### config.mk
export PLATFORM = sky130hd
export DESIGN_NAME = efws_sqrt_cell
export DESIGN_NICKNAME = d
export VERILOG_FILES = /design/src/efws_sqrt_cell.sv
export SDC_FILE = /design/constraint.sdc
export NUM_CORES = 1
export LEC_CHECK = 0
export BUFFER_PORTS_ARGS = -buffer_cell sky130_fd_sc_hd__clkbuf_2
export CAP_MARGIN = 20
export CORE_MARGIN = 3
export CORE_UTILIZATION = 45
export CTS_CLUSTER_DIAMETER = 80
export DETAILED_ROUTE_END_ITERATION = 16
export PLACE_DENSITY = 0.8
export SLEW_MARGIN = 5
export SYNTH_ARGS = -nofsm -noshare
export SYNTH_HDL_FRONTEND = slang
export SYNTH_SLANG_ARGS = --single-unit
### constraint.sdc
create_clock -name clk -period 4.9 [get_ports clk]
set_input_delay 0.735 -clock clk [delete_from_list [all_inputs] [get_ports clk]]
set_output_delay 0.735 -clock clk [all_outputs]
set_load 0.01 [all_outputs]
### src/efws_sqrt_cell.sv
// One digit-by-digit square root cell: one root bit from two radicand bits.
module efws_sqrt_cell #(
  parameter int ROOT_W = 24
) (
  input  logic                  clk,
  input  logic                  en,
  input  logic [2*ROOT_W-1:0]   rad_in,
  input  logic [ROOT_W+1:0]     rem_in,
  input  logic [ROOT_W-1:0]     root_in,
  output logic [2*ROOT_W-1:0]   rad_out,
  output logic [ROOT_W+1:0]     rem_out,
  output logic [ROOT_W-1:0]     root_out
);

  localparam int RAD_W = 2 * ROOT_W;
  localparam int REM_W = ROOT_W + 2;

  logic [REM_W+1:0] shifted;
  logic [REM_W+1:0] trial;
  logic [REM_W+1:0] diff;
  logic [REM_W-1:0] rem_next;
  logic [ROOT_W-1:0] root_next;

  // Trial subtract of 4*root+1 from the remainder with two new bits
  always_comb begin
    shifted = {rem_in, rad_in[RAD_W-1 -: 2]};
    trial   = {2'b00, root_in, 2'b01};
    diff    = shifted - trial;
    if (shifted >= trial) begin
      rem_next  = diff[REM_W-1:0];
      root_next = {root_in[ROOT_W-2:0], 1'b1};
    end else begin
      rem_next  = shifted[REM_W-1:0];
      root_next = {root_in[ROOT_W-2:0], 1'b0};
    end
  end

  always_ff @(posedge clk) begin
    if (en) begin
      rad_out  <= {rad_in[RAD_W-3:0], 2'b00};
      rem_out  <= rem_next;
      root_out <= root_next;
    end
  end

endmodule

# After elaboration in Yosys (flattened, before gate mapping)
# Index checks and enable logic that the tools add are counted.
# classes
n_addsub,1
n_lt_le_gt_ge,1
mux,2
# op_table
operator,count
28-bit by 26-bit greater-or-equal comparator with 1-bit output,1
26-bit 2-to-1 mux,1
26-bit subtractor,1
1-bit 2-to-1 mux,1
# word_totals
ff_bits,96
input_bits,100
output_inout_bits,98
wordCells,7

# Logic depth before layout (Yosys ltp)
# logic_depth
ltp_word,2
depth_mapped,11
mapped_depth_nobuf,10

# Worst setup path after synthesis
# Ideal clock, no wire load.
# synth_path
kind,input port to flip-flop
startpoint,input root_in[0]
endpoint,"register rem_out[10], data pin"
setup_ps,260
arrival_time_ps,2732
t_required_ps,4640
setup_slack_ps,1908
stages,11
path_buffers,1
cell_sequence,inv_1 > ha_1 > nand2b_1 > a211o_1 > a21oi_2 > o211ai_2 > a31oi_2 > nor2_2 > o21ai_4 > buf_12 > mux2_4
# synth_via
elab_chain_cells,2
word_cells_on_any_way,3
cone_classes,add/sub (1); order compare (1); mux (1)
# synth_lines
element,line,rtl
from (decl),9,"input logic [ROOT_W-1:0] root_in,"
26-bit subtractor or 28-bit by 26-bit greater-or-equal comparator with 1-bit output (tied branches),"28, 29",
26-bit 2-to-1 mux (*),29,if (shifted >= trial) begin
named net rem_next[10],21,logic [REM_W-1:0] rem_next;
to (signal assigned),41,rem_out <= rem_next;
to (decl),11,"output logic [ROOT_W+1:0] rem_out,"
# The timed path passes the listed nets; every way through them passes the cells marked *.
# A chain may end at the register's enable or synchronous reset.

# Worst setup path in the final report
# layout_path
startpoint,input root_in[0]
endpoint,"register rem_out[14], data pin"
# The elaborated chain is that of the path after synthesis.

==> metrics.log <==
[metrics] total half-perimeter wirelength after legalization and detailed placement: a little under 9 mm
[metrics] async set or reset register ratio after synthesis: 0
[metrics] launch point of the worst hold path: rad_in[13]
[metrics] type of destination of the critical path: flip-flop
[metrics] GRT Util Overall: 0.182
[metrics] detailed-route via count: 3415
[metrics] Inst Count DP: 670
[metrics] die area: 0.0118 mm^2
[metrics] Residual DRC: 0
[metrics] starting density of the core: 0.473
[metrics] Final Wtd Congestion: 0.803
[metrics] sequential fraction of the synthesis area: 0.610
[metrics] leading register cell type out of synthesis: sky130_fd_sc_hd__edfxtp_1
[metrics] placeable core area: roughly 0.010 mm^2
[metrics] power density normalized to cell area: between 300 and 400 mW/mm^2
[metrics] Post-DP Area: 0.00582 mm^2
[metrics] Final Setup Violations: 0
[metrics] Final Non-Filler Cells: 686
[metrics] horizontal extent of the die: 108 um
[metrics] initial drt markers: 135
[metrics] share of cells above drive strength 1: 0.436
[metrics] first-pass detailed-route iteration total: 5
[metrics] largest cells by area after synthesis: sky130_fd_sc_hd__edfxtp_1 (61%), sky130_fd_sc_hd__ha_1 (6.9%), sky130_fd_sc_hd__mux2_4 (5.1%)
[metrics] highest ir drop seen on vdd: between 0.00015 and 0.0002 V
[metrics] outcome: finished, final reports clean
[metrics] root buffer cell: sky130_fd_sc_hd__clkbuf_8
[metrics] maximum number of pins on one net before global-route repair: between 50 and 60
[metrics] post-detailed-routing wire length: 11.0 mm
[metrics] YS warnings: 0
[metrics] number of top-level pins: 198
[metrics] first-pass GRT wire length: 16.5 mm
[metrics] Design Area, Final: 0.00601 mm^2
[metrics] antenna violations before repair: 0
[metrics] f_max: 0.293 GHz
[metrics] CTS tree: yes
[metrics] commonest cells in the netlist: sky130_fd_sc_hd__edfxtp_1 (96), sky130_fd_sc_hd__inv_1 (30), sky130_fd_sc_hd__ha_1 (26)
[metrics] fraction of the cycle the final worst path needs: 0.696
[metrics] Util after Layout: 0.601
[metrics] share of Yosys cell area claimed by the top area cell type: 0.610
[metrics] detail-routed via count per cell: around 5.0
[metrics] cell count after synthesis: 345
[metrics] leakage power summed over all cells: ~2.8 nW
[metrics] hold buffer count at CTS: 0
[metrics] critical path data required time: 5.02 ns
[metrics] launching element type of the critical path: input port
[metrics] worst min path class: input port to flip-flop
[metrics] total gr overflow: 0
[metrics] largest fanout on the critical path: 18
[metrics] cell with the most instances after synthesis: sky130_fd_sc_hd__edfxtp_1
[metrics] cts bufs inserted: 9
[metrics] setup repair after global routing missed its margin: no
[metrics] total power: ~2 mW
[metrics] detailed-route wire length per cell: approximately 16 um
[metrics] hold_ws: approximately 0.53 ns
[metrics] count of cell types in the netlist: 50
[metrics] std cell rows: 36
[metrics] min cycle time layout: 3.41 ns
[metrics] clock input transition at the sequential cells of the worst setup and hold paths: roughly 0.10 ns
[metrics] terminating pin of the worst hold path: rad_out[15]
[metrics] total of cells resized after clock tree synthesis: 0
[metrics] Area growth, synth to finish: 27.2%
[metrics] post-synthesis instance area: about 0.0047 mm^2
[metrics] Pins Over Slew Limit: 0
[metrics] setup TNS: 0 ns
[metrics] y dimension of the die: ~110 um
[metrics] final antenna-violating net count: 0
[metrics] type of the setup path with the least slack: input port to flip-flop
[metrics] synthesis-stage register bit count: 96
[metrics] number of synthesized flops with an enable pin: 96
[metrics] library cell with the largest summed area after synthesis: sky130_fd_sc_hd__edfxtp_1
[metrics] cell count of the worst hold path: 1
[metrics] Worst Tran Pin Value: 0.761 ns
[metrics] final antenna diode count: 0
[metrics] Max Buffers Root-to-Sink: 2
[metrics] vias in the first global route: 3408
[metrics] setup repair bufs after CTS: 0
[metrics] final hold viol count: 0
[metrics] worst setup margin: 1.49 ns
[metrics] number of H-tree levels: 3
[metrics] Fill cells: 830
[metrics] PortBufs: 195
[metrics] max_slew headroom: 0.491
[metrics] clock net sink count: between 90 and 100
[metrics] worst setup slack before clock tree synthesis: 1.09 ns
[metrics] average footprint of a synthesized cell: 13.7 um^2
[metrics] maxcap violations: 0
[metrics] count of nets after finishing: 674
[metrics] data arrival time at the worst-slack endpoint: 3.53 ns
==> per-layer routing <==
metal / track usage / vias to the layer above / routed length [um]
met1: 0.202 / 1586 / 4110
met3: 0.0418 / 14 / 810
met5: 0 / - / 0
met2: 0.336 / 127 / 5850
li1: - / 1688 / -
met4: 0.0712 / 0 / 189
==> power breakdown <==
part / total [mW] / internal (mW) / switching, mW
Combinational: 0.447 / 0.211 / 0.237
Clock: 0.497 / 0.196 / 0.302
Sequential: 1.03 / 1.00 / 0.0224
==> area by class of cell <==
type / count / area, um^2 / share of cell area
flip-flops and latches: 96 / 2880 / 0.480
multi-input cells: 214 / 1670 / 0.278
repair buffers: 197 / 993 / 0.165
well taps: 133 / 166 / 0.0277
clock buffers: 9 / 124 / 0.0206
inverters: 30 / 113 / 0.0187
clock inverters: 7 / 61.3 / 0.0102
==> state kept, by name, indices dropped and copies added, names as in the netlist <==
signal,cells
rem_out,26
root_out,24
rad_out,46
==> kinds of logic (layout without fill, tap and decap cells) <==
kind of cell               Yosys count  after routing  share of synthesized area
muxes                               24             24                     0.0694
DFF                                 96             96                      0.610
AOI/OAI and AO/OA                   72             72                      0.101
xor gates and xnor gates            23             23                     0.0426
adders and majority gates           26             26                     0.0688
buffers and inverters               36            243                     0.0376
and+or+nand+nor                     67             67                     0.0696
other                                1              2                   0.000794
==> worst max-delay path by stage <==
stage	from	to	slack [ns]	depth (start not counted)
floorplan	root_in[0]	rem_out[10]	1.91	11
global placement	root_in[0]	rem_out[13]	1.21	12
detailed placement	root_in[0]	rem_out[9]	1.09	12
CTS	root_in[0]	rem_out[14]	1.47	12
global route	root_in[0]	rem_out[14]	1.29	12
finish	root_in[0]	rem_out[14]	1.49	12
==> worst max-delay path, stage by stage <==
cell                       delay [ns]
sky130_fd_sc_hd__clkbuf_2        0.08
sky130_fd_sc_hd__inv_1           0.04
sky130_fd_sc_hd__ha_1            0.37
sky130_fd_sc_hd__nand2b_1        0.10
sky130_fd_sc_hd__a211o_1         0.29
sky130_fd_sc_hd__a21oi_2         0.18
sky130_fd_sc_hd__o211ai_2        0.11
sky130_fd_sc_hd__a31oi_2         0.23
sky130_fd_sc_hd__nor2_2          0.09
sky130_fd_sc_hd__o21ai_4         0.63
sky130_fd_sc_hd__buf_4           0.34
sky130_fd_sc_hd__mux2_4          0.32
==> placed cells by master (no fill, tap or decap), types with 9 or more instances in the layout <==
cell,n
sky130_fd_sc_hd__inv_1,30
sky130_fd_sc_hd__clkbuf_2,194
sky130_fd_sc_hd__a21oi_1,21
sky130_fd_sc_hd__xnor2_1,13
sky130_fd_sc_hd__xor2_1,10
sky130_fd_sc_hd__mux2_4,16
sky130_fd_sc_hd__ha_1,26
sky130_fd_sc_hd__nor2_1,16
sky130_fd_sc_hd__clkbuf_8,9
sky130_fd_sc_hd__nand2_1,21
sky130_fd_sc_hd__o21ai_0,15
sky130_fd_sc_hd__edfxtp_1,96
(Power assumes the default switching activity.)
