==> src/efws_div_cell.sv <==
// One restoring-division cell: one quotient bit per lane, shared divisor.
module efws_div_cell #(
  parameter int LANES = 1,
  parameter int DEN_W = 32,
  parameter int NQ_W  = 48
) (
  input  logic                         clk,
  input  logic                         en,
  input  logic [DEN_W-1:0]             den_in,
  input  logic [LANES-1:0][DEN_W-1:0]  rem_in,
  input  logic [LANES-1:0][NQ_W-1:0]   nq_in,
  output logic [DEN_W-1:0]             den_out,
  output logic [LANES-1:0][DEN_W-1:0]  rem_out,
  output logic [LANES-1:0][NQ_W-1:0]   nq_out
);

  logic [LANES-1:0][DEN_W:0]   shifted;
  logic [LANES-1:0][DEN_W:0]   diff;
  logic [LANES-1:0][DEN_W-1:0] rem_next;
  logic [LANES-1:0][NQ_W-1:0]  nq_next;

  // Shift in the next numerator bit, subtract when it fits; quotient bit enters at the bottom
  always_comb begin
    for (int l = 0; l < LANES; l++) begin
      shifted[l] = {rem_in[l], nq_in[l][NQ_W-1]};
      diff[l]    = shifted[l] - {1'b0, den_in};
      if (shifted[l] >= {1'b0, den_in}) begin
        rem_next[l] = diff[l][DEN_W-1:0];
        nq_next[l]  = {nq_in[l][NQ_W-2:0], 1'b1};
      end else begin
        rem_next[l] = shifted[l][DEN_W-1:0];
        nq_next[l]  = {nq_in[l][NQ_W-2:0], 1'b0};
      end
    end
  end

  always_ff @(posedge clk) begin
    if (en) begin
      den_out <= den_in;
      rem_out <= rem_next;
      nq_out  <= nq_next;
    end
  end

endmodule

==> config.mk <==
export PLATFORM = sky130hd
export DESIGN_NAME = efws_div_cell
export DESIGN_NICKNAME = d
export VERILOG_FILES = /design/src/efws_div_cell.sv
export SDC_FILE = /design/constraint.sdc
export NUM_CORES = 1
export LEC_CHECK = 0
export ABC_AREA = 1
export BUFFER_PORTS_ARGS = -buffer_cell sky130_fd_sc_hd__buf_2
export CAP_MARGIN = 5
export CORE_ASPECT_RATIO = 1.4
export CORE_MARGIN = 3
export CORE_UTILIZATION = 39
export CTS_CLUSTER_DIAMETER = 80
export CTS_CLUSTER_SIZE = 16
export DETAILED_ROUTE_END_ITERATION = 16
export PLACE_DENSITY = 0.68
export SKIP_CTS_REPAIR_TIMING = 1
export SLEW_MARGIN = 20
export SYNTH_ARGS = -nofsm -noshare
export SYNTH_HDL_FRONTEND = slang
export SYNTH_SLANG_ARGS = --single-unit
==> constraint.sdc <==
create_clock -name clk -period 1.96 [get_ports clk]
set_input_delay 0.196 -clock clk [delete_from_list [all_inputs] [get_ports clk]]
set_output_delay 0.196 -clock clk [all_outputs]
set_load 0.005 [all_outputs]
; After elaboration in Yosys (flattened, before gate mapping)
; Index checks and enable logic that the tools add are counted.
; W data, S select, Z words.
[word_totals]
register_bits = 112
out_inout_bits = 112
[op_classes]
n_addsub = 1
n_lt_le_gt_ge = 1
muxes = 2
[op_table]
columns = op, count
row1 = $ge A33 B32 Y1, 1
row2 = $mux W32, 1
row3 = $sub A32 B32 Y32, 1
row4 = $mux W1, 1

; Logic depth before layout (Yosys ltp)
; Gate-level depths: netlist of run 1.
[logic_depth]
depth_word = 2
ltp_mapped = 16
mapped_depth_nobuf = 14

; Worst setup path after synthesis of run 1
; No wires, ideal clock.
[synth_path]
kind = input to register
from = in nq_in[47] (netlist name)
to = reg rem_out[16] (netlist name), data pin
setup_time_ps = 252
arrival_ps = 1539
required_ps = 1708
path_slack_ps = 169
path_stages = 13
n_path_buf = 0
path_cell_list = inv_1 -> ha_1 -> fa_1 -> inv_1 -> nand3_1 -> nand3_1 -> nand2_1 -> nand3_1 -> nand3_1 -> nand2_1 -> nand2_1 -> nand3_2 -> nand2_1
[synth_lines]
columns = element, line_no
row1 = start: declaration, 11  ; input logic [LANES-1:0][NQ_W-1:0] nq_in,
row2 = end signal: assignment, 40  ; rem_out <= rem_next;
row3 = end: declaration, 13  ; output logic [LANES-1:0][DEN_W-1:0] rem_out,

==> impl_metrics.csv, run 1 <==
group,metric,value,unit
sta,finalWorstSetupSlack,190,ps
min_path,hp-start,"nq_in[24]",
critical_path,crit_required,2080,ps
die,dieArea,18400,sq um
clock_tree,cts_buffers,9,
power_and_ir_drop,leakage,4.83,nW
sta,setup_viol,0,
placed_design,place_ws,-208,ps
clock_tree,cts_max_path_buffers,2,
critical_path,start_kind,"primary input",
clock_tree,cts.sinks,112,
clock_tree,clockRootBuffer,"clkbuf_16",
synth,synth_seq_area_share,51.3,%
routing,post-route-drc-count,0,
sta,maxSlewViolCount,0,
critical_path,critPathArrivalTime,1890,ps
min_path,hold_path_depth,1,
routing,routed_wl,18400,um
final_layout,final_nets,1244,
synth,syn-num-nets,911,
die,io-pin-count,226,
sta,min_period,1770,ps
synth,ys_warn_count,0,
power_and_ir_drop,p_sw,0.00188,W
final_layout,syn2layout_area_growth,38.1,%
synth,postSynthCellCount,764,
die,core-area,16300,sq um
clock_tree,clkTransAtPathRegs,80,ps
synth,synth_enable_flop_cells,112,
critical_path,end_kind,"register",
placed_design,gp_congestion,0.895,
placed_design,port-buffer-count,225,
global_route,track_usage,19.8,%
power_and_ir_drop,clkPwrFrac,28.1,%
global_route,grt_first_pass_wirelength,28700,um
routing,vias,5954,
synth,yosysTopAreaCell,"edfxtp_1",
power_and_ir_drop,power_density,718,nW/um^2
die,die_h,159,um
power_and_ir_drop,p_int,0.00462,W
routing,wl_per_cell,14.1,um
sta,grt_setup_unrepaired,"no",
die,die_w,116,um
synth,synth.avg_cell_area,8.58,sq um
clock_tree,cts_tree,"done",
clock_tree,cts_max_level,3,
routing,drt.antenna.violating_nets,0,
placed_design,place_area,8690,sq um
final_layout,finalInstanceArea,9060,sq um
synth,netlist.area_leader.share,51.3,%
sta,worstMarginPinSlew,623,ps
synth,yosys_most_used_dff,"edfxtp_1",
status,status,"completed",
sta,hold_viol_final,0,
synth,synth_cell_types,29,
min_path,worstHoldEndpoint,"nq_out[25]$_DFFE_PP_",
critical_path,path_max_fanout,17,
sta,fin_crit_sh,90.3,%
global_route,overflow,0,
synth,yosys_register_bits,112,
die,start_util,40.2,%
global_route,grt_pass1_vias,5960,
final_layout,final_util,55.5,%
routing,via_per_inst,4.57,
sta,relSlewSlack,58.5,%
final_layout,drive_gt1_share,33.8,%
power_and_ir_drop,pwr-share-comb,26.1,%
final_layout,layout_commonest_cell,"nand2_1",
global_route,grt_max_degree,113,
power_and_ir_drop,swShare,29.0,%
routing,drtIter0Drc,350,
final_layout,layout_common_cells,"nand2_1 (276), buf_2 (224), inv_1 (149)",
synth,yosys-top-cells-area,"edfxtp_1 (51%), nand2_1 (16%), inv_1 (8.5%)",
synth,synth_area,6560,sq um
flow_run,cap_viol_max_count,0,
die,rows,55,
power_and_ir_drop,seqPwrFrac,45.8,%
global_route,antenna_found_initial,1,
placed_design,dp_hpwl,14800,um
routing,first_pass_iters,4,
critical_path,worst-setup-path-type,"in2reg",
power_and_ir_drop,ir_worst_vdd,0.454,mV
min_path,min_path_type,"in2reg",
sta,fmax,565,MHz
synth,ys_async_sr_fraction,0,%
## worst max-delay path by stage
| stage | startpoint | to | slack, ps | depth (start not counted) |
|---|---|---|---|---|
| global route | den_in[22] | rem_out[31]$_DFFE_PP_ | 10 | 14 |
| CTS | den_in[7] | rem_out[15]$_DFFE_PP_ | 170 | 15 |
| global placement | den_in[8] | rem_out[24]$_DFFE_PP_ | -180 | 13 |
| detailed placement | den_in[7] | rem_out[15]$_DFFE_PP_ | -210 | 15 |
| floorplan | nq_in[47] | rem_out[16]$_DFFE_PP_ | 170 | 13 |
| finish | den_in[7] | rem_out[15]$_DFFE_PP_ | 190 | 15 |
## critical path, cell delays in order
cell	delay (ps)
buf_2	110
inv_1	50
ha_1	310
nand2_1	110
nor2_1	60
buf_4	140
nand2_1	60
nor2_1	40
nand2_1	60
nand3_1	100
nor2_4	240
nand2_8	90
buf_12	170
nand2_1	80
nand2_1	60
## synthesized netlist by cell type (3+ instances only)
master    number
a21oi_1       21
and2_1         8
buf_2          7
edfxtp_1     112
ha_1          32
inv_1        149
inv_2          3
nand2_1      276
nand2_2        4
nand3_1       52
nand3_2       16
nand3b_1      10
nor2_1        34
nor2_2         5
nor3_1         6
xor2_1        13
## per-layer routing
metal,vias up,wire length [um],track usage [%]
met4,0,338,6.19
met5,-,0,0
met2,179,9890,37.4
met3,20,1130,3.92
li1,3078,-,-
met1,2677,7030,21.6
## sequential cells by signal, indices dropped and copies added (netlist names)
name	count
den_out	32
nq_out	48
rem_out	32
## cell families after synthesis
family                     after synthesis  synth area share (%)
and+or+nand+nor                        419                  28.6
buffers and inverters                  162                  9.94
DFF                                    112                  51.3
adders and majority gates               33                  6.41
AOI/OAI and AO/OA                       24                  1.87
xor gates and xnor gates                14                  1.87
## power by group through the flow
stage	sequential, W	combinational [W]	clock (W)
2_1_floorplan	0.00307	0.000766	0
3_3_place_gp	0.00303	0.00168	0
3_5_place_dp	0.00303	0.00170	0
4_1_cts	0.00298	0.00171	0.00188
5_1_grt	0.00300	0.00191	0.00196
6_report	0.00298	0.00170	0.00183
## stage by stage
step	setup TNS, ps	std cells	total power, W	hold slack (ps)
floorplan	0	764	0.00384	295
global placement	-4640	1278	0.00471	372
detailed placement	-5630	1278	0.00473	374
CTS	0	1294	0.00657	-0.322
global route	0	1302	0.00687	0.550
finish	0	1302	0.00650	12.4
## cell type report
class / count / area, sq um
fill: 1556 / 7250
sequential: 112 / 3360
multi-input combinational: 490 / 2540
timing repair buffer: 332 / 2040
inverter: 152 / 571
tap: 199 / 249
clock buffer: 10 / 229
clock inverter: 6 / 65.1
antenna: 1 / 2.50
Power figures use the tool's default switching activity.
==> run 2: changes to the inputs <==
- CORE_ASPECT_RATIO: 1.4 -> 0.8
==> run 2 against run 1 <==
Fmax down 5.7%. Critical path depth unchanged. Die area about the same. Critical endpoint is now rem_out[18]$_DFFE_PP_. Hold slack worse by 2.3 ps. Total power up 1.2%. Setup slack worse by 110 ps. Sequential power about the same.
==> impl_metrics.csv, run 2 (synthesis gave the netlist of run 1 again) <==
group,metric,value,unit
clock_tree,cts_max_path_buffers,2,
routing,vias,6022,
die,start_util,40.7,%
min_path,min_path_type,"in2reg",
routing,routed_wl,19200,um
final_layout,largest_reg_flops,48,
routing,drtIter0Drc,317,
critical_path,crit_required,2080,ps
final_layout,multi_input_area,2660,sq um
final_layout,fillers,1464,
power_and_ir_drop,ir_worst_vdd,0.476,mV
sta,relSlewSlack,54.3,%
die,die_h,122,um
critical_path,start_kind,"primary input",
die,rows,41,
sta,fmax,533,MHz
routing,first_pass_iters,4,
final_layout,syn2layout_area_growth,40.9,%
clock_tree,cts_max_level,3,
sta,worstMarginPinSlew,685,ps
power_and_ir_drop,power_density,712,nW/um^2
routing,via_per_inst,4.57,
final_layout,reg_top3,"nq_out (48), den_out (32), rem_out (32)",
power_and_ir_drop,leakage,4.84,nW
final_layout,ff_latch_area,3360,sq um
final_layout,antenna_cells,0,
sta,fin_crit_sh,95.8,%
sta,hold_viol_final,0,
critical_path,critPathArrivalTime,2000,ps
global_route,grt_pass1_vias,5774,
sta,min_period,1880,ps
global_route,grt_max_degree,113,
critical_path,worst-setup-path-type,"in2reg",
die,core-area,16100,sq um
critical_path,path_max_fanout,6,
die,die_w,151,um
placed_design,dp_hpwl,15000,um
global_route,track_usage,20.0,%
sta,setup_viol,0,
sta,fin_tns_setup,0,ps
die,io-pin-count,226,
final_layout,drive_gt1_share,34.9,%
sta,maxSlewViolCount,0,
routing,post-route-drc-count,0,
clock_tree,cts_buffers,9,
critical_path,end_kind,"register",
placed_design,gp_congestion,0.908,
final_layout,final_util,57.3,%
final_layout,layout_common_cells,"nand2_1 (270), buf_2 (225), inv_1 (149)",
flow_run,cap_viol_max_count,0,
routing,wl_per_cell,14.5,um
die,dieArea,18400,sq um
clock_tree,clockRootBuffer,"clkbuf_16",
clock_tree,cts.sinks,112,
global_route,antenna_found_initial,0,
final_layout,top_register,"nq_out",
final_layout,final_nets,1246,
clock_tree,clkTransAtPathRegs,80,ps
global_route,overflow,0,
status,status,"completed",
placed_design,port-buffer-count,225,
final_layout,layout_commonest_cell,"nand2_1",
routing,drt.antenna.violating_nets,0,
clock_tree,cts_tree,"done",
global_route,grt_first_pass_wirelength,28300,um
[run 2: path summary, 6_finish.rpt]
path / endpoint / slack, ps / depth (start not counted) / start
worst max-delay path: rem_out[18]$_DFFE_PP_ / 80 / 15 / den_in[15]
worst min-delay path: nq_out[14]$_DFFE_PP_ / 10 / 1 / nq_in[13]
[run 2: cell type report]
| type | count | area share [%] |
|---|---|---|
| sequential | 112 | 36.4 |
| multi-input combinational | 490 | 28.8 |
| timing repair buffer | 334 | 22.6 |
| inverter | 152 | 6.18 |
| tap | 215 | 2.91 |
| clock buffer | 10 | 2.48 |
| clock inverter | 6 | 0.623 |
[run 2: power by group]
| part | switching [W] | leakage, nW | internal [W] |
|---|---|---|---|
| logic | 0.000938 | 3.60 | 0.000830 |
| clock network | 0.000932 | 0.141 | 0.000897 |
| registers | 0.0000603 | 1.10 | 0.00292 |
[run 2: per-stage QoR]
step / hold slack, ps / worst slack [ps] / std cells / power, W / area [sq um]
6_report: 10.1 / 83.1 / 1319 / 0.00658 / 9240
3_5_place_dp: 374 / -255 / 1285 / 0.00473 / 8660
2_1_floorplan: 295 / 169 / 764 / 0.00384 / 6560
3_3_place_gp: 372 / -242 / 1285 / 0.00470 / 8660
5_1_grt: -0.993 / -3.34 / 1319 / 0.00694 / 9240
4_1_cts: -6.38 / 121 / 1301 / 0.00657 / 8940
[run 2: per-layer routing]
metal / vias up / GRT usage [%] / share of wire, %
met4: 0 / 6.34 / 1.9
met3: 26 / 4.35 / 7.0
met1: 2699 / 26.1 / 45
li1: 3082 / - / -
met2: 215 / 33.3 / 46
met5: - / 0 / 0
[run 2: critical path: stages]
cell     delay (ps)
buf_2           110
inv_1            40
ha_1            350
nand2_2         120
nor2_4           50
nand2_1         100
nor2_4           60
nand2_1          60
nand3_1         120
nor2_4          240
nand2_8         110
buf_2           190
buf_12          150
nand3_2          50
nand2_1          50
